==> config.mk <==
export PLATFORM = sky130hd
export DESIGN_NAME = header_field_value_extractor
export DESIGN_NICKNAME = d
export VERILOG_FILES = /design/src/hdl/hfve_pkg.sv /design/src/hdl/header_field_value_extractor.sv
export SDC_FILE = /design/constraint.sdc
export NUM_CORES = 1
export LEC_CHECK = 0
export BUFFER_PORTS_ARGS = -buffer_cell sky130_fd_sc_hd__clkbuf_2
export CORE_ASPECT_RATIO = 1.4
export CORE_MARGIN = 2
export CORE_UTILIZATION = 60
export CTS_CLUSTER_SIZE = 24
export DETAILED_ROUTE_END_ITERATION = 7
export PLACE_DENSITY = 0.74
export SLEW_MARGIN = 40
export SYNTH_ARGS = -nofsm -noshare
export SYNTH_HDL_FRONTEND = slang
export SYNTH_SLANG_ARGS = --single-unit
export TNS_END_PERCENT = 5
==> constraint.sdc <==
create_clock -name clk_i -period 20.9 [get_ports clk_i]
set_clock_uncertainty 0.15 [all_clocks]
set_input_delay 6.27 -clock clk_i [delete_from_list [all_inputs] [get_ports clk_i]]
set_output_delay 6.27 -clock clk_i [all_outputs]
set_load 0.02 [all_outputs]
==> src/hdl/hfve_pkg.sv <==
// Shared types and constants for the header field value extractor.
`timescale 1ns / 1ps
`default_nettype none

package hfve_pkg;

  // Width of the name length register and of the configuration data word.
  localparam int unsigned LEN_W     = 5;
  localparam int unsigned CFG_W     = 64;
  localparam int unsigned CFG_IDX_W = 2;
  localparam int unsigned NAME_CHARS = 16;

  // Configuration register indexes.
  typedef enum logic [CFG_IDX_W-1:0] {
    CFG_NAME_FIRST  = 2'd0,
    CFG_NAME_SECOND = 2'd1,
    CFG_NAME_LENGTH = 2'd2
  } cfg_idx_e;

  // ASCII codes the scanner looks at.
  localparam logic [7:0] CH_LF    = 8'h0A;
  localparam logic [7:0] CH_CR    = 8'h0D;
  localparam logic [7:0] CH_SPACE = 8'h20;
  localparam logic [7:0] CH_COLON = 8'h3A;
  localparam logic [7:0] CH_LOW_A = 8'h61;
  localparam logic [7:0] CH_LOW_Z = 8'h7A;
  localparam logic [7:0] CASE_OFS = 8'h20;

  // Scan phase, one-hot.
  typedef enum logic [4:0] {
    PH_SEARCH   = 5'b00001,
    PH_COLON    = 5'b00010,
    PH_SKIP     = 5'b00100,
    PH_VALUE    = 5'b01000,
    PH_FINISHED = 5'b10000
  } phase_e;

  typedef struct packed {
    logic [7:0] data_byte;
    logic       end_of_block;
  } hfve_in_t;

  typedef struct packed {
    logic [7:0] value_byte;
    logic       byte_present;
    logic       lookup_done;
    logic       field_found;
  } hfve_out_t;

  // ASCII upper-case fold, letters only.
  function automatic logic [7:0] fold_case(input logic [7:0] c);
    logic [7:0] r;
    r = c;
    if (c >= CH_LOW_A && c <= CH_LOW_Z) begin
      r = c - CASE_OFS;
    end
    return r;
  endfunction

endpackage

`default_nettype wire

==> src/hdl/header_field_value_extractor.sv <==
// Top level: streaming case-insensitive header field lookup and value extraction.
// Usage:
//   Header bytes enter on the in_* channel (valid/stall), one byte per request,
//   with end_of_block marking the last byte of a header block. Results leave on
//   the out_* channel (valid/stall): one request per value byte, then one final
//   request with lookup_done=1 whose field_found says whether a non-empty value
//   was extracted. A block always yields exactly one final request.
//   The field name is set through the write port (cfg_we_i/cfg_idx_i/
//   cfg_wdata_i) while the block is idle: name characters 0..7, 8..15, length.
// Timing:
//   One byte accepted per cycle while in_stall_o is low. The match compare over
//   the byte window is done in the cycle the byte is accepted; its results are
//   written to a 4-entry output queue, on out_* from the next cycle if it was empty.
//   A byte can produce two results (last value byte plus the final one), but
//   the name and colon bytes ahead of any value make none, so with the receiver
//   always ready the queue holds at most two and in_stall_o stays low.
// Reset: rst_ni clears the name registers, the scan state and the queue.
// Stall: with out_stall_i high the queue holds its head; in_stall_o rises
//   once fewer than two queue entries are free.
`timescale 1ns / 1ps
`default_nettype none

module header_field_value_extractor
  import hfve_pkg::*;
#(
  parameter int unsigned MAX_NAME_LEN = 16
) (
  input  wire logic                 clk_i,
  input  wire logic                 rst_ni,
  // configuration write port
  input  wire logic                 cfg_we_i,
  input  wire logic [CFG_IDX_W-1:0] cfg_idx_i,
  input  wire logic [CFG_W-1:0]     cfg_wdata_i,
  // byte input
  input  wire logic                 in_valid_i,
  output logic                      in_stall_o,
  input  wire hfve_in_t             in_data_i,
  // result output
  output logic                      out_valid_o,
  input  wire logic                 out_stall_i,
  output hfve_out_t                 out_data_o
);

  localparam int unsigned WIN_D  = MAX_NAME_LEN + 1;
  localparam int unsigned WIN_AW = $clog2(WIN_D);
  localparam int unsigned SEEN_W = $clog2(WIN_D + 1);
  localparam int unsigned Q_D    = 4;
  localparam int unsigned Q_AW   = 2;
  localparam int unsigned Q_CW   = 3;

  // ---------------------------------------------------------------- config
  logic [CFG_W-1:0] name_first_q, name_second_q;
  logic [LEN_W-1:0] name_len_q;

  always_ff @(posedge clk_i or negedge rst_ni) begin
    if (!rst_ni) begin
      name_first_q  <= '0;
      name_second_q <= '0;
      name_len_q    <= '0;
    end else if (cfg_we_i) begin
      case (cfg_idx_i)
        CFG_NAME_FIRST:  name_first_q  <= cfg_wdata_i;
        CFG_NAME_SECOND: name_second_q <= cfg_wdata_i;
        CFG_NAME_LENGTH: name_len_q    <= cfg_wdata_i[LEN_W-1:0];
        default: ;
      endcase
    end
  end

  // name characters, character 0 first
  logic [7:0] name_c [NAME_CHARS];
  for (genvar k = 0; k < NAME_CHARS; k++) begin : g_name
    if (k < 8) begin : g_lo
      assign name_c[k] = name_first_q[8*k +: 8];
    end else begin : g_hi
      assign name_c[k] = name_second_q[8*(k-8) +: 8];
    end
  end

  // ---------------------------------------------------------------- scan state
  logic [7:0]        win_q [WIN_D];
  logic [7:0]        win_d [WIN_D];
  logic [SEEN_W-1:0] seen_q, seen_d;
  phase_e            phase_q, phase_d;
  logic              nonempty_q, nonempty_d;

  logic in_acc;
  assign in_acc = in_valid_i && !in_stall_o;

  // window after shifting in the current byte, newest at index 0
  logic [7:0]        win_new [WIN_D];
  logic [SEEN_W-1:0] seen_new;
  always_comb begin
    win_new[0] = in_data_i.data_byte;
    for (int i = 1; i < WIN_D; i++) begin
      win_new[i] = win_q[i-1];
    end
    seen_new = (seen_q == SEEN_W'(WIN_D)) ? seen_q : seen_q + SEEN_W'(1);
  end

  // parallel name compare: window position j holds name char len-1-j
  logic             len_ok;
  logic [LEN_W-1:0] seen_ext;
  logic [MAX_NAME_LEN-1:0] pos_ok;
  logic             name_hit;
  logic [WIN_AW-1:0] pre_idx;
  logic             at_line_start;

  assign len_ok   = (name_len_q != '0) && (name_len_q <= LEN_W'(MAX_NAME_LEN));
  assign seen_ext = LEN_W'(seen_new);

  for (genvar j = 0; j < MAX_NAME_LEN; j++) begin : g_cmp
    logic [3:0] c_idx;
    assign c_idx = 4'(name_len_q - LEN_W'(j) - LEN_W'(1));
    assign pos_ok[j] = (LEN_W'(j) >= name_len_q) ||
                       (fold_case(win_new[j]) == fold_case(name_c[c_idx]));
  end

  assign name_hit = len_ok && (seen_ext >= name_len_q) && (&pos_ok);
  assign pre_idx  = len_ok ? WIN_AW'(name_len_q) : '0;
  // name starts at block start or right after LF
  assign at_line_start = (seen_ext == name_len_q) || (win_new[pre_idx] == CH_LF);

  // ---------------------------------------------------------------- step logic
  hfve_out_t  res [2];
  logic [1:0] res_n;

  always_comb begin
    logic [7:0] b;
    b          = in_data_i.data_byte;
    phase_d    = phase_q;
    nonempty_d = nonempty_q;
    seen_d     = seen_new;
    res[0]     = '0;
    res[1]     = '0;
    res_n      = 2'd0;
    for (int i = 0; i < WIN_D; i++) begin
      win_d[i] = win_new[i];
    end

    case (phase_q)
      PH_SEARCH: begin
        if (name_hit) begin
          if (at_line_start) begin
            phase_d = PH_COLON;
          end else begin
            res[0]  = '{value_byte: 8'h00, byte_present: 1'b0,
                        lookup_done: 1'b1, field_found: 1'b0};
            res_n   = 2'd1;
            phase_d = PH_FINISHED;
          end
        end
      end
      PH_COLON: begin
        if (b == CH_COLON) begin
          phase_d = PH_SKIP;
        end else begin
          res[0]  = '{value_byte: 8'h00, byte_present: 1'b0,
                      lookup_done: 1'b1, field_found: 1'b0};
          res_n   = 2'd1;
          phase_d = PH_FINISHED;
        end
      end
      PH_SKIP, PH_VALUE: begin
        if (phase_q == PH_SKIP && b == CH_SPACE) begin
          phase_d = phase_q;
        end else if (b == CH_CR || b == CH_LF) begin
          res[0]  = '{value_byte: 8'h00, byte_present: 1'b0,
                      lookup_done: 1'b1, field_found: nonempty_q};
          res_n   = 2'd1;
          phase_d = PH_FINISHED;
        end else begin
          res[0]     = '{value_byte: b, byte_present: 1'b1,
                         lookup_done: 1'b0, field_found: 1'b0};
          res_n      = 2'd1;
          nonempty_d = 1'b1;
          phase_d    = PH_VALUE;
        end
      end
      PH_FINISHED: ;
      default: phase_d = PH_FINISHED;
    endcase

    if (in_data_i.end_of_block) begin
      if (phase_d != PH_FINISHED) begin
        // final request after any value byte of this step
        if (res_n == 2'd0) begin
          res[0] = '{value_byte: 8'h00, byte_present: 1'b0,
                     lookup_done: 1'b1, field_found: nonempty_d};
        end else begin
          res[1] = '{value_byte: 8'h00, byte_present: 1'b0,
                     lookup_done: 1'b1, field_found: nonempty_d};
        end
        res_n = res_n + 2'd1;
      end
      phase_d    = PH_SEARCH;
      nonempty_d = 1'b0;
      seen_d     = '0;
      for (int i = 0; i < WIN_D; i++) begin
        win_d[i] = '0;
      end
    end
  end

  always_ff @(posedge clk_i or negedge rst_ni) begin
    if (!rst_ni) begin
      phase_q    <= PH_SEARCH;
      nonempty_q <= 1'b0;
      seen_q     <= '0;
      for (int i = 0; i < WIN_D; i++) begin
        win_q[i] <= '0;
      end
    end else if (in_acc) begin
      phase_q    <= phase_d;
      nonempty_q <= nonempty_d;
      seen_q     <= seen_d;
      for (int i = 0; i < WIN_D; i++) begin
        win_q[i] <= win_d[i];
      end
    end
  end

  // ---------------------------------------------------------------- output queue
  hfve_out_t       q_mem [Q_D];
  logic [Q_AW-1:0] wr_ptr_q, rd_ptr_q;
  logic [Q_CW-1:0] cnt_q;
  logic            out_acc;
  logic [1:0]      push_n;

  assign out_valid_o = (cnt_q != '0);
  assign out_data_o  = q_mem[rd_ptr_q];
  assign out_acc     = out_valid_o && !out_stall_i;
  // need room for two results
  assign in_stall_o  = (cnt_q > Q_CW'(Q_D - 2));
  assign push_n      = in_acc ? res_n : 2'd0;

  always_ff @(posedge clk_i) begin
    if (push_n != 2'd0) begin
      q_mem[wr_ptr_q] <= res[0];
    end
    if (push_n == 2'd2) begin
      q_mem[wr_ptr_q + Q_AW'(1)] <= res[1];
    end
  end

  always_ff @(posedge clk_i or negedge rst_ni) begin
    if (!rst_ni) begin
      wr_ptr_q <= '0;
      rd_ptr_q <= '0;
      cnt_q    <= '0;
    end else begin
      wr_ptr_q <= wr_ptr_q + Q_AW'(push_n);
      if (out_acc) begin
        rd_ptr_q <= rd_ptr_q + Q_AW'(1);
      end
      cnt_q <= cnt_q + Q_CW'(push_n) - Q_CW'(out_acc);
    end
  end

  // ---------------------------------------------------------------- checks
  a_queue_bound : assert property (@(posedge clk_i) disable iff (!rst_ni)
    cnt_q <= Q_CW'(Q_D))
    else $error("output queue overflow");

  a_block_restart : assert property (@(posedge clk_i) disable iff (!rst_ni)
    (in_acc && in_data_i.end_of_block) |=>
      (phase_q == PH_SEARCH) && (seen_q == '0) && !nonempty_q)
    else $error("scan state not cleared at block end");

  a_pair_order : assert property (@(posedge clk_i) disable iff (!rst_ni)
    (in_acc && res_n == 2'd2) |-> res[0].byte_present && res[1].lookup_done)
    else $error("two results must be value byte then final");

  a_nonempty_phase : assert property (@(posedge clk_i) disable iff (!rst_ni)
    nonempty_q |-> (phase_q == PH_VALUE || phase_q == PH_FINISHED))
    else $error("value seen outside value phase");

  a_final_once : assert property (@(posedge clk_i) disable iff (!rst_ni)
    (in_acc && phase_q == PH_FINISHED && !in_data_i.end_of_block) |-> res_n == 2'd0)
    else $error("result after lookup finished");

endmodule

`default_nettype wire
# Yosys cells after proc, flatten, opt, wreduce, memory -nomap -nowiden
# Memories as Yosys holds them, arrays and structs flattened.
# Cells that the tools add are included.
[totals] register_bits=279 mem_count=1 inputBits=80 word_cells=432 out_inout_bits=13 mem_bits_rw=44
[mem_list] name="q_mem" words=4 word_bits=11 rd=1 rd_clocked_by_memory_dff=0 write_ports=2 line="header_field_value_extractor.sv:224" text="hfve_out_t q_mem [Q_D];"
[op_classes] add_sub_neg=69 eq_ne=32 magnitude_cmp=100 n_mux=120 bitwise=17 reduce_logical=68
[ops] operator="2-to-1 mux 8 bit" n=66
[ops] operator="binary-select mux 8 bit (select 4 bit)" n=16
[ops] operator=">= comparator 8 x 7 -> 1 bit (second input constant)" n=32
[ops] operator="less-or-equal comparator 8 x 7 -> 1 bit (second input constant)" n=32
[ops] operator="subtractor 8 x 6 -> 8 bit (second input constant)" n=32
[ops] operator="2-to-1 mux 136 bit" n=1
[ops] operator="equality test 8 bit" n=16
[ops] operator=">= comparator 5 bit (second input constant)" n=16
[ops] operator="inverter 4 -> 5 bit" n=16
[ops] operator="subtractor 4 x 1 -> 4 bit (second input constant)" n=16
[ops] operator="2-to-1 mux 5 bit" n=9
[ops] operator="2-to-1 mux 22 bit" n=2
[ops] operator="binary-select mux 8 bit (select 5 bit)" n=1
[ops] operator=">= comparator 4 x 5 -> 1 bit (first input constant)" n=8
[ops] operator="logical AND 1 bit" n=38
[ops] operator="2-to-1 mux 11 bit" n=3
[ops] operator="case mux 11 bit (3 select lines)" n=1
[ops] operator="subtractor 4 bit (second input constant)" n=8
[ops] operator="equality test 8 x 4 -> 1 bit (second input constant)" n=3
[ops] operator=">= comparator 3 x 5 -> 1 bit (first input constant)" n=4
[ops] operator="case mux 5 bit (4 select lines)" n=1
[ops] operator="logical OR 1 bit" n=18
[ops] operator="equality test 8 x 6 -> 1 bit (second input constant)" n=2
[ops] operator="AND reduction 16 bit" n=1
[ops] operator="33 further kinds" n=64

# Longest topological paths before layout
[depth] ltp_word=22 mapped_depth=38 mapped_depth_nobuf=28

# Worst setup path before layout
# No wires, ideal clock.
[synth_path] kind="input -> register" start="in in_data_i[2] (netlist name)" end="reg cnt_q[2]" required_ns=20.627 setup_ns=0.123 path_stages=23 path_buffers=1 arrival_time_ns=10.496 setup_slack_ns=10.131 path_cell_list="clkbuf_1 > or4_1 > o22ai_1 > or2_2 > o21ai_0 > o22ai_1 > nor4_1 > nand3_1 > nor4_1 > a31oi_1 > nor4_4 > nand2_2 > nor3b_1 > ha_1 > nand2b_1 > nand3_1 > ha_1 > inv_1 > ha_1 > inv_1 > fa_1 > xor2_1 > xnor2_1"
[synth_between] elab_chain_cells=15 word_cells_on_any_way=38 classes_between="4 x add/sub; 2 x order compare; 7 x eq/ne; 18 x mux; 7 x reduce/logical"
[synth_lines] item="start: declaration" line="header_field_value_extractor.sv:37" text="input wire hfve_in_t in_data_i,"
[synth_lines] item=">= comparator 8 x 7 -> 1 bit or less-or-equal comparator 8 x 7 -> 1 bit (tied branches)" line="hfve_pkg.sv:54" text="if (c >= CH_LOW_A && c <= CH_LOW_Z) begin"
[synth_lines] item="logical AND 1 bit" line="hfve_pkg.sv:54"
[synth_lines] item="2-to-1 mux 8 bit" line="hfve_pkg.sv:54"
[synth_lines] item="equality test 8 bit" line="header_field_value_extractor.sv:116" text="(fold_case(win_new[j]) == fold_case(name_c[c_idx]));"
[synth_lines] item="logical OR 1 bit" line="header_field_value_extractor.sv:115" text="assign pos_ok[j] = (LEN_W'(j) >= name_len_q) ||"
[synth_lines] item="AND reduction 16 bit" line="header_field_value_extractor.sv:119" text="assign name_hit = len_ok && (seen_ext >= name_len_q) && (&pos_ok);"
[synth_lines] item="logical AND 1 bit" line="header_field_value_extractor.sv:119"
[synth_lines] item="2-to-1 mux 1 bit or 2-to-1 mux 5 bit (tied branches)" line="header_field_value_extractor.sv:143" text="if (name_hit) begin"
[synth_lines] item="case mux 1 bit (3 select lines) or case mux 5 bit (4 select lines) (tied branches)" line="header_field_value_extractor.sv:141" text="case (phase_q)"
[synth_lines] item="adder 2 x 1 -> 2 bit or inequality test 5 bit (tied branches)" line="header_field_value_extractor.sv:194, header_field_value_extractor.sv:185"
[synth_lines] item="2-to-1 mux 2 bit" line="header_field_value_extractor.sv:185" text="if (phase_d != PH_FINISHED) begin"
[synth_lines] item="2-to-1 mux 2 bit (*)" line="header_field_value_extractor.sv:184" text="if (in_data_i.end_of_block) begin"
[synth_lines] item="2-to-1 mux 2 bit (*)" line="header_field_value_extractor.sv:235" text="assign push_n = in_acc ? res_n : 2'd0;"
[synth_lines] item="adder 3 x 2 -> 3 bit (*)" line="header_field_value_extractor.sv:256" text="cnt_q <= cnt_q + Q_CW'(push_n) - Q_CW'(out_acc);"
[synth_lines] item="subtractor 3 x 1 -> 3 bit (*)" line="header_field_value_extractor.sv:256"
[synth_lines] item="end signal: assignment" line="header_field_value_extractor.sv:256"
[synth_lines] item="end: declaration" line="header_field_value_extractor.sv:226" text="logic [Q_CW-1:0] cnt_q;"
# Mark *: on every way between the ends. The rest lies on a longest branch, timed or not. The select of a mux whose other input is x is not followed.
# A chain may end at the register's enable or synchronous reset.

==> flow_summary_export.csv <==
group,metric,value,unit
yosys,synth_cell_types,90,
detailed_routing,drc,0,
run,max_cap_violations,0,
cts,ctsResizeCount,0,
critical_path,crit_start,"in_data_i[2]",
yosys,seq_area_frac_synth,29.83,%
cts,cts_setup_buffers,0,
cts,htree_levels,2,
power_and_ir_drop,switchingPower,1837,µW
grt,grt_max_degree,113,
detailed_routing,drt_wl_total,83.51,mm
power_and_ir_drop,ir_drop,102.8,µV
outcome,status,"finished clean",
power_and_ir_drop,pwr-share-clk,16.0,%
hold_path,hold_start,"q_mem[3][10]$_SDFFE_PP0N_",
critical_path,cp.required,21.05,ns
floorplan,dieHeight,253.3,µm
timing,final-setup-viol-count,0,
critical_path,r2r_cells,20,
timing,final.setup.tns,0,ns
yosys,synth_area,26630,µm²
detailed_routing,first_iter_violations,2297,
cts,clkTransAtPathRegs,0.06,ns
detailed_routing,via_per_inst,7.068,
grt,grt_usage,36.60,%
detailed_routing,ant_nets,0,
critical_path,cpPeakStageDelay,0.52,ns
critical_path,crit_slowest_cell,"a211o_1",
critical_path,cp_cell_sequence,"clkbuf_2 > or4_1 > o22ai_1 > or2_2 > o21ai_0 > o22ai_1 > nor4_1 > nand3_1 > nor4_1 > a31oi_1 > nor4_4 > nand2_2 > nor3b_1 > ha_1 > nand2b_1 > o21ai_0 > a211o_1 > nand2_1",
power_and_ir_drop,power.density,136.8,nW/µm²
grt,grt_overflow,0,
floorplan,rows,91,
floorplan,core-area,43950,µm²
grt,antenna_found_initial,0,
place,place_congestion,1.108,
place,portBuffers,92,
place,dp_slack,9.439,ns
critical_path,critical_path_class,"in2reg",
detailed_routing,avgRoutedWirePerCell,26.77,µm
hold_path,whs_path_depth,2,
critical_path,startpoint_type,"primary input",
cts,cts_hold_buf,0,
floorplan,io_pins,93,
power_and_ir_drop,power.leakage,0.01159,µW
hold_path,hp-class,"reg2reg",
floorplan,dieArea,46120,µm²
yosys,synth.net_count,2673,
yosys,synth_flop_cell,"dfrtp_1",
cells_and_area,multi_input_area,17590,µm²
critical_path,cp.arrival,11.11,ns
timing,slew_headroom,33.52,%
yosys,ys_seq_elements,323,
timing,worst_pin_slew,0.9880,ns
cells_and_area,antenna_cells,0,
power_and_ir_drop,p_sw_share,47.18,%
detailed_routing,vias,22040,
timing,whs,0.3114,ns
power_and_ir_drop,combPwrFrac,60.6,%
grt,grt_pass1_vias,21270,
cells_and_area,nFillCells,3475,
timing,rsz0062_at_grt,"no",
yosys,syn_area_per_cell,10.51,µm²
timing,maxSlewViolCount,0,
cts,cts_buffers,34,
cells_and_area,syn2layout_area_growth,6.854,%
cts,cts_tree,"done",
timing,fmax,0.09122,GHz
yosys,yosys_warnings,0,
critical_path,crit_path_end_kind,"flop",
yosys,synth_edf_count,8,
timing,fin_crit_sh,52.45,%
timing,hold_viol,0,
cells_and_area,finalNetCount,2674,
floorplan,initial_utilization,60.60,%
grt,grt_pass1_wl,128.2,mm
yosys,async_flop_share,86.38,%
critical_path,crit_fanout,11,
critical_path,r2r_start,"name_len_q[0]$_DFFE_PN0P_",
detailed_routing,drtPass1Iterations,6,
timing,layout_setup_ws,9.937,ns
cells_and_area,drive_above_1_share,24.44,%
power_and_ir_drop,p_int,2056,µW
cts,cts-root-buf,"clkbuf_16",
cts,cts_buffer_depth,3,
cts,insertion_delay,0.57,ns
place,dp_hpwl,63.50,mm
timing,layout_min_cycle_time,10.96,ns
cts,numClockSinks,323,
power_and_ir_drop,sequentialPowerShare,23.4,%
yosys,synth_cells,2535,
floorplan,die_w,182.1,µm
cells_and_area,seq_area,7954,µm²
[worst paths after layout]
path / endpoint / slack (ns)
worst max-delay path: q_mem[1][0]$_DFFE_PP_ / 9.94
worst min-delay path: q_mem[3][10]$_SDFFE_PP0N_ / 0.31
worst max register to register: q_mem[1][0]$_DFFE_PP_ / 11.74
worst min register to register: q_mem[3][10]$_SDFFE_PP0N_ / 0.31
max in group asynchronous: name_first_q[22]$_DFFE_PN0P_ / 13.40
min in group asynchronous: win_new[16]$_DFFE_PN0P_ / 5.48
[cells by family (layout without fill, tap and decap cells)]
| family | after synthesis | count (layout) | share of synthesized area [%] |
|---|---|---|---|
| buf+inv | 249 | 275 | 4.543 |
| flops | 323 | 323 | 29.83 |
| fa+ha+maj | 58 | 58 | 2.753 |
| xor+xnor | 136 | 136 | 4.721 |
| compound gates | 431 | 431 | 10.77 |
| mux | 620 | 620 | 35.12 |
| simple gates | 718 | 718 | 12.26 |
[critical path: cells and delay by family]
family          cells  cell delay [ns]
compound gates      6             1.84
simple gates       10             2.41
fa+ha+maj           1             0.37
buf+inv             1             0.20
[routing by layer]
layer	routed length (µm)	GRT usage (%)	up-vias	share of wire, %
li1	-	-	9590	-
met1	30160	43.87	10940	36
met2	38990	58.50	1165	47
met3	6426	7.004	346	7.7
met4	7932	28.20	0	9.5
met5	0	0	-	0
[registers in the layout (all words and copies together), names as in the netlist]
name,count
seen_q,5
q_mem,44
nonempty_q,1
rd_ptr_q,2
name_first_q,64
cnt_q,3
wr_ptr_q,2
win_new,128
name_len_q,5
phase_q,5
name_second_q,64
[synthesized netlist by cell type, types with 10 or more instances]
library cell  count  area, µm²
o21ai_0         112      560.5
buf_4            16      120.1
nor2b_1          13      81.33
mux2i_1         218       2182
nand4_1          10      62.56
nand2b_1         21      131.4
buf_1            14      52.55
a31oi_1          26      162.7
ha_1             57      713.2
nand2_1         368       1381
a21o_1           15      112.6
dfxtp_1          36      720.7
a211oi_1         12      90.09
buf_6            15      168.9
a22oi_1          11      82.58
mux4_2          235       5293
o31ai_1          53      397.9
xor2_1           62      543.0
nor4_1           14      87.58
nor3_1           47      235.2
buf_2            24      120.1
inv_1            85      319.1
dfrtp_1         278       6957
a41oi_1          10      87.58
nor2_1          111      416.7
xnor2_1          66      578.1
nand3_1          58      290.3
clkbuf_1         84      315.3
or4_1            14      105.1
mux2_2          166       1869
o22ai_1          18      112.6
a21oi_1          62      310.3
[area by class of cell]
type	instances	share of cell area (%)
inverter	90	1.187
clock inverter	16	0.6155
sequential	323	27.95
tap	558	2.453
clock buffer	45	3.385
multi-input combinational	1963	61.81
timing repair buffer	124	2.598
[through the flow]
step	power, µW	utilization [%]	area (µm²)	instances
2_1_floorplan	2541	-	26630	2535
3_3_place_gp	3119	61.95	27230	3056
3_5_place_dp	3199	62.08	27280	3058
4_1_cts	3831	64.67	28420	3119
5_1_grt	4072	64.76	28460	3119
6_report	3893	64.76	28460	3119
[cell usage in the layout, fill, tap and decap left out, drive strengths merged, types with 11 or more instances in the layout]
master,count
a211oi,12
a21o,15
a21oi,62
a22oi,11
a31oi,27
buf,33
clkbuf,136
dfrtp,278
dfxtp,36
ha,57
inv,92
mux2,167
mux2i,218
mux4,235
nand2,369
nand2b,21
nand3,58
nor2,111
nor2b,13
nor3,47
nor4,15
o21ai,120
o22ai,18
o31ai,53
or4,14
xnor2,72
xor2,63
[power by group through the flow]
stage               Clock [µW]  Combinational (µW)  Sequential [µW]
global route               658                2490              924
finish                     624                2360              910
floorplan                    0                1720              824
global placement             0                2220              902
CTS                        633                2300              902
detailed placement           0                2290              912
Note: power is estimated with default switching activity, not from simulation.
